$ cat src/sv/ptpff_pkg.sv
// Shared types and constants for the page table protect / first-fit block.
`default_nettype none
package ptpff_pkg;

  localparam int PAGE_W  = 10;
  localparam int PERM_W  = 3;
  localparam int TYPE_W  = 4;
  localparam int FLAGS_W = 8;
  localparam int LEN_W   = 11;
  localparam int WORD_W  = TYPE_W + FLAGS_W;

  // page type codes
  localparam logic [TYPE_W-1:0] T_INVALID  = 4'd0;
  localparam logic [TYPE_W-1:0] T_ONDEMAND = 4'd1;
  localparam logic [TYPE_W-1:0] T_FILE     = 4'd2;
  localparam logic [TYPE_W-1:0] T_RO       = 4'd3;
  localparam logic [TYPE_W-1:0] T_RW       = 4'd4;
  localparam logic [TYPE_W-1:0] T_WO       = 4'd5;
  localparam logic [TYPE_W-1:0] T_NO       = 4'd6;
  localparam logic [TYPE_W-1:0] T_COW      = 4'd7;
  localparam logic [TYPE_W-1:0] T_CODE     = 4'd8;
  localparam logic [TYPE_W-1:0] T_NATIVE   = 4'd9;

  localparam int PERM_READ_BIT  = 0;
  localparam int PERM_WRITE_BIT = 1;
  localparam int FLAG_MAPPED_BIT = 5;

  typedef enum logic [1:0] {
    CMD_PROTECT = 2'd0,
    CMD_INSTALL = 2'd1,
    CMD_FIND    = 2'd2,
    CMD_QUERY   = 2'd3
  } cmd_e;

  typedef enum logic [2:0] {
    ST_CLEAR,
    ST_IDLE,
    ST_EXEC,
    ST_WAIT,
    ST_SCAN,
    ST_RESP
  } state_e;

  typedef struct packed {
    cmd_e                cmd;
    logic [PAGE_W-1:0]   page_index;
    logic [PERM_W-1:0]   perm_bits;
    logic [TYPE_W-1:0]   new_type;
    logic [FLAGS_W-1:0]  new_flags;
    logic [PAGE_W-1:0]   start_page;
    logic [LEN_W-1:0]    run_length;
    logic                allow_remap;
  } req_t;

  typedef struct packed {
    logic                status;
    logic [PAGE_W-1:0]   found_page;
    logic [TYPE_W-1:0]   page_type;
    logic [FLAGS_W-1:0]  page_flags;
    logic                allocated;
  } res_t;

  // controller -> datapath
  typedef struct packed {
    logic clr_step;
    logic capture;
    logic exec;
    logic rmw;
    logic scan;
    logic resp_load;
  } ctrl_t;

  // datapath -> controller
  typedef struct packed {
    logic clr_last;
    cmd_e cmd;
    logic scan_done;
    logic out_free;
  } stat_t;

endpackage
`default_nettype wire

$ cat src/sv/ptpff_ctrl.sv
// Sequencing state machine for the page table block.
`default_nettype none
module ptpff_ctrl (
  input  wire logic           clk_i,
  input  wire logic           rst_ni,
  input  wire logic           in_valid_i,
  output logic                in_ready_o,
  input  wire ptpff_pkg::stat_t stat_i,
  output ptpff_pkg::ctrl_t    ctrl_o
);

  ptpff_pkg::state_e state_q, state_d;

  always_ff @(posedge clk_i or negedge rst_ni) begin
    if (!rst_ni) begin
      state_q <= ptpff_pkg::ST_CLEAR;
    end else begin
      state_q <= state_d;
    end
  end

  always_comb begin
    state_d    = state_q;
    ctrl_o     = '0;
    in_ready_o = 1'b0;
    unique case (state_q)
      ptpff_pkg::ST_CLEAR: begin
        ctrl_o.clr_step = 1'b1;
        if (stat_i.clr_last) begin
          state_d = ptpff_pkg::ST_IDLE;
        end
      end
      ptpff_pkg::ST_IDLE: begin
        in_ready_o = 1'b1;
        if (in_valid_i) begin
          ctrl_o.capture = 1'b1;
          state_d        = ptpff_pkg::ST_EXEC;
        end
      end
      ptpff_pkg::ST_EXEC: begin
        ctrl_o.exec = 1'b1;
        unique case (stat_i.cmd)
          ptpff_pkg::CMD_PROTECT,
          ptpff_pkg::CMD_QUERY:   state_d = ptpff_pkg::ST_WAIT;
          ptpff_pkg::CMD_INSTALL: state_d = ptpff_pkg::ST_RESP;
          ptpff_pkg::CMD_FIND:    state_d = ptpff_pkg::ST_SCAN;
          default:                state_d = ptpff_pkg::ST_RESP;
        endcase
      end
      ptpff_pkg::ST_WAIT: begin
        ctrl_o.rmw = 1'b1;
        state_d    = ptpff_pkg::ST_RESP;
      end
      ptpff_pkg::ST_SCAN: begin
        ctrl_o.scan = 1'b1;
        if (stat_i.scan_done) begin
          state_d = ptpff_pkg::ST_RESP;
        end
      end
      ptpff_pkg::ST_RESP: begin
        if (stat_i.out_free) begin
          ctrl_o.resp_load = 1'b1;
          state_d          = ptpff_pkg::ST_IDLE;
        end
      end
      default: state_d = ptpff_pkg::ST_IDLE;
    endcase
  end

endmodule
`default_nettype wire

$ cat config.mk
export PLATFORM = sky130hd
export DESIGN_NAME = ptpff_ctrl
export DESIGN_NICKNAME = d
export VERILOG_FILES = /design/src/sv/ptpff_pkg.sv /design/src/sv/ptpff_ctrl.sv
export SDC_FILE = /design/constraint.sdc
export NUM_CORES = 1
export LEC_CHECK = 0
export ABC_AREA = 1
export BUFFER_PORTS_ARGS = -buffer_cell sky130_fd_sc_hd__buf_2
export CORE_AREA = 4 4 41 43
export DETAILED_ROUTE_END_ITERATION = 7
export DIE_AREA = 0 0 45 47
export GPL_TIMING_DRIVEN = 1
export SLEW_MARGIN = 15
export SYNTH_ARGS = -nofsm -noshare
export SYNTH_HDL_FRONTEND = slang
export SYNTH_SLANG_ARGS = --single-unit
$ cat constraint.sdc
create_clock -name clk_i -period 1.5 [get_ports clk_i]
set_input_delay 0.3 -clock clk_i [delete_from_list [all_inputs] [get_ports clk_i]]
set_output_delay 0.3 -clock clk_i [all_outputs]
set_load 0.005 [all_outputs]
# == Yosys cells after proc, flatten, opt, wreduce, memory -nomap -nowiden ==
# Index checks and enable logic that the tools add are counted.
# totals
mem_bits_rw,0
romBits,0
latch_bits,0
in_bits,8
memories,0
word_cells,32
regBits,3
output_inout_bits,7
# op_classes
magnitude_cmp,0
reduce_logical,4
addsub,0
div_mod_pow,0
mux,15
bitwise_logic,0
eq_ne,12
shifts,0
multipliers,0
# op_table
cell,n
$pmux 3 s6,1
$mux 3,4
$mux 1,9
$pmux 3 s3,1
$ne 2x2->1 const B,4
$eq 3x2->1 const B,2
$eq 3x3->1 const B,2
$eq 2x2->1 const B,2
$reduce_and 4->1,1
$eq 3x1->1 const B,1
$logic_not 3->1,1
$eq 2x1->1 const B,1
$logic_not 2->1,1
$reduce_or 2->1,1

# == Longest topological paths before layout ==
# Gate-level depths: netlist of run 1.
# logic_depth
ltp_word,4
ltp_mapped,7
depth_no_buf,7

# == Worst setup path before layout of run 1 ==
# OpenSTA, ideal clock, no wires.
# synth_timing
kind,flip-flop to flip-flop
start,reg state_q[0]
end,reg state_q[2]
synth_period_minus_slack_ps,1042
required_time_ps,1379
arrival_ps,921
path_buffers,1
path_slack_ps,458
setup_time_ps,121
path_stages_with_launch,8
cell_sequence,dfrtp_1 buf_6 nor2_2 nand3_1 nand2_2 inv_2 nand3_2 nand2_1
# synth_via
elab_chain_len,3
elab_cells_between_ends,12
classes_between,9 x eq/ne; 1 x mux; 2 x reduce/logical
# synth_lines
element,line_no,rtl
start: declaration,ptpff_ctrl.sv:12,"ptpff_pkg::state_e state_q, state_d;"
start signal: assignment,ptpff_ctrl.sv:16,state_q <= ptpff_pkg::ST_CLEAR;
start signal: assignment,ptpff_ctrl.sv:18,state_q <= state_d;
$eq 3x3->1 (tied with other cells),ptpff_ctrl.sv:26,unique case (state_q)
$ne 2x2->1 (no line),-,
$reduce_and 4->1 (no line),-,
# Several ways; a longest one is shown, not always the timed one.
# A chain may end at the register's enable or synchronous reset.

==> metrics.csv, run 1 <==
stage,metric,value,unit
status,status,"complete, no violations",
timing,fin_skew,0.00330,ns
synth,syn_nets,56,
power,p_per_area,1690,nW/µm²
synth,synth_area,309,µm²
routing,drc,0,
placed_design,portBuffers,14,
clock_network,clkTransAtPathRegs,0.04,ns
global_routing,overflow,0,
layout,largest_reg_flops,3,
setup_path,critPathCaptureType,output pin,
global_routing,grt_start_max_net_pins,9,
placed_design,hpwl,603,µm
layout,layout.nets,77,
setup_path,worst-setup-path-type,reg -> out,
placed_design,dp_cells,75,
clock_network,cts_buffers,3,
routing,drt_wl_total,726,µm
layout,design_area,438,µm²
clock_network,clkLatencyLatePin,0.23,ns
timing,drv_slew,0,
timing,worst_pin_slew,0.270,ns
layout,syn_to_final_growth,41.7,%
timing,setup_viol,0,
die,num_io_pins,15,
job,cap_violations,0,
setup_path,worstSetupStartpointType,register,
power,ir_drop,0.554,mV
layout,stdcell_count,82,
die,dieArea,2120,µm²
layout,top_regs,state_q (3),
global_routing,grt_usage,0.0885,
clock_network,cts_htree_levels,1,
synth,synth_fa_ha_area_frac,0.0405,
worst_hold_path,hold_class,in -> async,
clock_network,cts_buffer_depth,2,
routing,dr_total_vias,332,
clock_network,cts_resized,0,
synth,synth.area.mux_share,0,
synth,yosys.area_share.simple,0.462,
global_routing,grt_pass1_vias,314,
synth,syn-instance-count,47,
synth,ys.warnings.count,0,
layout,diodes,0,
layout,mostFrequentLayoutCells,"buf_2 (14), inv_1 (9), nor2_1 (7)",
layout,fillers,159,
clock_network,cts_sinks,3,
timing,finalHoldViolCount,0,
die,rows,13,
routing,wl_per_cell,8.85,µm
timing,finalCriticalPeriod,1.43,ns
die,core_area,1300,µm²
routing,first_iter_violations,9,
setup_path,critical_path.max_fanout,6,
placed_design,place.gp.congestion,0.722,
synth,syn_area_per_cell,6.58,µm²
synth,yosys_register_bits,3,
power,p_leak,0.274,nW
clock_network,root_buffer,clkbuf_4,
timing,fmax,0.700,GHz
synth,yosys.area_share.xor_xnor,0,
synth,synth_top_family_by_area,simple AND/OR/NAND/NOR gates,
global_routing,grt_antenna_before_repair,0,
synth,synth_compound_area_frac,0.0729,
power,power,739,µW
routing,avgViaCountPerCell,4.05,
timing,maxSlewHeadroom,0.820,
die,die_h,47,µm
synth,synth_seq_area_share,0.243,
timing,finalCritPeriodShare,0.952,
routing,dr.pass1.iters,4,
setup_path,cp_data_required_time,1.20,ns
clock_network,cts_tree,built,
layout,largest-register,state_q,
die,fp.dieW,45,µm
layout,final_common_cell,buf_2,
setup_path,cp.arrival,1.13,ns
layout,layout-drive-gt1-share,0.463,
placed_design,place_area,387,µm²
routing,ant_nets,0,
global_routing,grt_pass1_wl,1.26,mm
die,start_util,0.237,
synth,ys_types,17,
## synthesized netlist by cell type
cell type  number  share of area
nor2_1          7          0.085
nand2_2         2          0.040
nor3_1          1          0.016
nand2_1         5          0.061
nand4_1         1          0.020
nand3_1         3          0.049
nor2_2          3          0.061
ha_1            1          0.040
inv_1           9           0.11
nor3_2          1          0.032
nand3_2         3          0.097
buf_6           1          0.036
inv_2           3          0.036
a21oi_1         1          0.016
dfrtp_1         3           0.24
o21bai_1        1          0.024
o21ai_1         2          0.032
## power breakdown
part	switching (mW)	total, mW	internal (mW)
sequential	0.0646	0.182	0.117
combinational	0.233	0.420	0.187
clock	0.0379	0.137	0.0994
## worst max-delay path, stage by stage, from the launching register on
cell and delay [ns]:
dfrtp_1 0.43, inv_2 0.12, nand2_2 0.07, nor2_2 0.14, buf_2 0.14
## metrics by stage
stage	setup slack, ns	TNS, ns	util	hold WS [ns]
floorplan	0.458	0	-	0.00441
global placement	0.282	0	0.297	0.0954
detailed placement	0.291	0	0.297	0.102
CTS	0.0397	0	0.325	0.390
global route	-0.00927	-0.00927	0.337	0.423
finish	0.0713	0	0.337	0.395
## worst paths after layout
check | from | endpoint | slack, ns | depth (start not counted)
max in group asynchronous | rst_ni | state_q[0] | 0.99 | 2
hold reg to reg | state_q[2] | state_q[1] | 0.75 | 3
hold / removal | rst_ni | state_q[2] | 0.40 | 2
min in group clk_i | in_valid_i | state_q[0] | 0.44 | 4
setup reg to reg | state_q[2] | state_q[2] | 0.34 | 6
setup / recovery | state_q[2] | ctrl_o[3] | 0.07 | 4
## per-layer routing
layer	up-vias	part of all wire	global-route usage
met3	2	0.058	0.0268
li1	184	-	-
met1	135	0.45	0.112
met4	0	0.028	0.105
met5	-	0	0
met2	11	0.46	0.107
## repair_timing
| item | CTS | global route |
|---|---|---|
| buffers inserted | 0 | 2 |
| endpoints found under the setup margin | 0 | 2 |
| hold buffers | 1 | 0 |
| endpoints found under the hold margin | 3 | 0 |
## cell families after synthesis
family                     Yosys count
adders and majority gates            1
and+or+nand+nor                     26
AOI/OAI and AO/OA                    4
DFF                                  3
buffers and inverters               13
## cell type report
class / instances / area [µm²] / share of cell area
Clock buffer: 4 / 26.3 / 0.0600
Timing Repair Buffer: 17 / 95.1 / 0.217
Inverter: 12 / 45.0 / 0.103
Multi-Input combinational cell: 31 / 178 / 0.406
Sequential cell: 3 / 75.1 / 0.171
Tap cell: 15 / 18.8 / 0.0429
(Power assumes the default switching activity.)
==> run 2, diff against run 1 <==
ABC_AREA = default   (was 1)
==> metrics.csv, run 2 <==
stage,metric,value,unit,change
power,power,743,µW,was 739 µW
die,fp.dieW,45,µm,unchanged
layout,diodes,0,,unchanged
global_routing,grt_pass1_wl,945,µm,was 1.26 mm
routing,dr_total_vias,280,,was 332
clock_network,cts_htree_levels,1,,unchanged
synth,synth_area_leaders,"dfrtp_1 (25%), buf_6 (11%), nand2b_4 (9.2%)",,"was dfrtp_1 (24%), inv_1 (11%), nand3_2 (9.7%)"
power,p_leak,0.201,nW,was 0.274 nW
status,status,"complete, no violations",,unchanged
clock_network,cts_buffer_depth,2,,unchanged
timing,finalHoldViolCount,0,,unchanged
synth,ys.warnings.count,0,,unchanged
synth,synth_compound_area_frac,0.125,,was 0.0729
clock_network,root_buffer,clkbuf_4,,unchanged
clock_network,clkTransAtPathRegs,0.04,ns,about the same
layout,syn_to_final_growth,33.3,%,was 41.7%
setup_path,critical_path.max_fanout,10,,was 6
timing,setup_viol,0,,unchanged
setup_path,worstPathCellList,"nand2b_4, nor2_2, and2_1, buf_2",,"was inv_2, nand2_2, nor2_2, buf_2"
die,die_h,47,µm,unchanged
timing,fmax,0.697,GHz,was 0.700 GHz
synth,syn_area_per_cell,9.38,µm²,was 6.58 µm²
timing,finalCriticalPeriod,1.43,ns,about the same
timing,tns,0,ns,unchanged
layout,top_regs,state_q (3),,unchanged
setup_path,cp.arrival,1.13,ns,about the same
setup_path,worst-setup-path-type,reg -> out,,unchanged
layout,final_common_cell,buf_2,,unchanged
setup_path,cpPeakStageDelay,0.49,ns,was 0.43 ns
setup_path,cp_data_required_time,1.20,ns,about the same
die,rows,13,,unchanged
worst_hold_path,worstHoldPathCells,3,,
synth,synth_fa_ha_area_frac,0.0417,,was 0.0405
layout,design_area,400,µm²,was 438 µm²
layout,largest-register,state_q,,unchanged
synth,yosys_register_bits,3,,unchanged
synth,async_flop_share,1.00,,unchanged
clock_network,cts_buffers,3,,unchanged
timing,finalCritPeriodShare,0.956,,was 0.952
routing,avgViaCountPerCell,4.38,,was 4.05
routing,dr.pass1.iters,2,,was 4
timing,rsz0062_at_grt,no,,
synth,synth_top_area_share,0.250,,was 0.243
routing,ant_nets,0,,unchanged
setup_path,worstRegToRegCells,3,,was 6
layout,mostFrequentLayoutCells,"buf_2 (14), nor2_1 (4), clkbuf_4 (3)",,"was buf_2 (14), inv_1 (9), nor2_1 (7)"
routing,drc,0,,unchanged
placed_design,portBuffers,14,,unchanged
layout,largest_reg_flops,3,,unchanged
synth,yosys.area_share.xor_xnor,0,,unchanged
die,num_io_pins,15,,unchanged
synth,synth_top_family_by_area,simple AND/OR/NAND/NOR gates,,unchanged
power,p_per_area,1860,nW/µm²,was 1690 nW/µm²
synth,ys_types,23,,was 17
routing,drt_wl_total,618,µm,was 726 µm
placed_design,place.gp.congestion,0.705,,was 0.722
layout,layout-drive-gt1-share,0.551,,was 0.463
global_routing,grt_usage,0.0665,,was 0.0885
setup_path,cp_slowest_cell,dfrtp_2,,was dfrtp_1
placed_design,place_area,363,µm²,was 387 µm²
job,cap_violations,0,,unchanged
synth,synth_area,300,µm²,was 309 µm²
synth,synth_edf_count,0,,unchanged
routing,wl_per_cell,9.66,µm,was 8.85 µm
routing,first_iter_violations,1,,was 9
global_routing,overflow,0,,unchanged
timing,maxSlewHeadroom,0.810,,was 0.820
setup_path,worstSetupStartpointType,register,,unchanged
timing,worst_pin_slew,0.285,ns,was 0.270 ns
worst_hold_path,hold_class,in -> reg,,was in -> async
placed_design,hpwl,485,µm,was 603 µm
synth,synth_common_cells,"nor2_1 (4), buf_6 (3), dfrtp_1 (3)",,"was inv_1 (9), nor2_1 (7), nand2_1 (5)"
synth,synth.area.mux_share,0,,unchanged
clock_network,clkLatencyLatePin,0.24,ns,was 0.23 ns
die,core_area,1300,µm²,unchanged
clock_network,cts_tree,built,,unchanged
synth,yosys.area_share.simple,0.446,,was 0.462
die,dieArea,2120,µm²,unchanged
synth,yosysMostFrequentCell,nor2_1,,was inv_1
power,ir_drop,0.485,mV,was 0.554 mV
clock_network,cts_sinks,3,,unchanged
synth,yosys_most_used_dff,dfrtp_1,,unchanged
synth,syn-instance-count,32,,was 47
timing,fin_skew,0.00251,ns,was 0.00330 ns
synth,synth_seq_area_share,0.250,,was 0.243
global_routing,grt_start_max_net_pins,11,,was 9
placed_design,dp_cells,59,,was 75
synth,yosysTopAreaCell,dfrtp_1,,unchanged
setup_path,critPathCaptureType,output pin,,unchanged
clock_network,cts_setup_buffers,0,,unchanged
global_routing,grt_antenna_before_repair,0,,unchanged
layout,stdcell_count,64,,was 82
timing,drv_slew,0,,unchanged
synth,syn_nets,41,,was 56
global_routing,grt_pass1_vias,256,,was 314
die,start_util,0.231,,was 0.237
layout,layout.nets,59,,was 77
## run 2: report_power, final
group	internal [mW]	switching [mW]	leakage, nW
clock network	0.0999	0.0457	0.0150
logic	0.221	0.175	0.150
registers	0.120	0.0817	0.0361
## run 2: kinds of logic (layout without fill, tap and decap cells)
logic type / Yosys count / count (layout)
adder cells (fa/ha/maj): 1 / 1
AND/OR/NAND/NOR: 18 / 18
AO/OA/AOI/OAI: 5 / 5
buffers and inverters: 5 / 22
flip-flops: 3 / 3
## run 2: cell type report
class | instances | area [µm²]
well taps | 15 | 18.8
multi-input cells | 24 | 184
inverters | 2 | 7.51
flip-flops and latches | 3 | 76.3
clock buffers | 4 | 26.3
repair buffers | 16 | 87.6
fillers | 157 | 901
## run 2: timing repair
item	in CTS	in global routing
resized for setup	1	0
endpoints found under the setup margin	1	0
endpoints found under the hold margin	3	0
hold buffers	1	0
## run 2: path summary, 6_finish.rpt
kind                            startpoint          to  slack (ns)
max in group asynchronous           rst_ni  state_q[0]        1.00
worst min register to register  state_q[2]  state_q[1]        0.62
worst min-delay path            in_valid_i  state_q[1]        0.35
worst max-delay path            state_q[0]   ctrl_o[4]        0.07
worst max register to register  state_q[2]  state_q[0]        0.42
min in group asynchronous           rst_ni  state_q[1]        0.39
## run 2: routing by layer
layer,vias to the layer above,global-route usage,wire length (µm)
li1,141,-,-
met1,127,0.0686,255
met2,10,0.0989,301
met3,2,0.0268,46
met4,0,0.0702,15
met5,-,0,0
## run 2: metrics by stage
step / worst slack, ns / hold WS (ns) / utilization
after floorplan: 0.336 / 0.00441 / -
after global placement: 0.245 / 0.0979 / 0.279
after detailed placement: 0.215 / 0.0981 / 0.279
after CTS: 0.0557 / 0.355 / 0.308
after global routing: 0.00465 / 0.385 / 0.308
final: 0.0662 / 0.353 / 0.308
## run 2: worst max-delay path, delay by kind of cell (launching register included)
| kind | cells | cell delay (ns) |
|---|---|---|
| and+or+nand+nor | 3 | 0.30 |
| DFF | 1 | 0.49 |
| buffers and inverters | 1 | 0.12 |
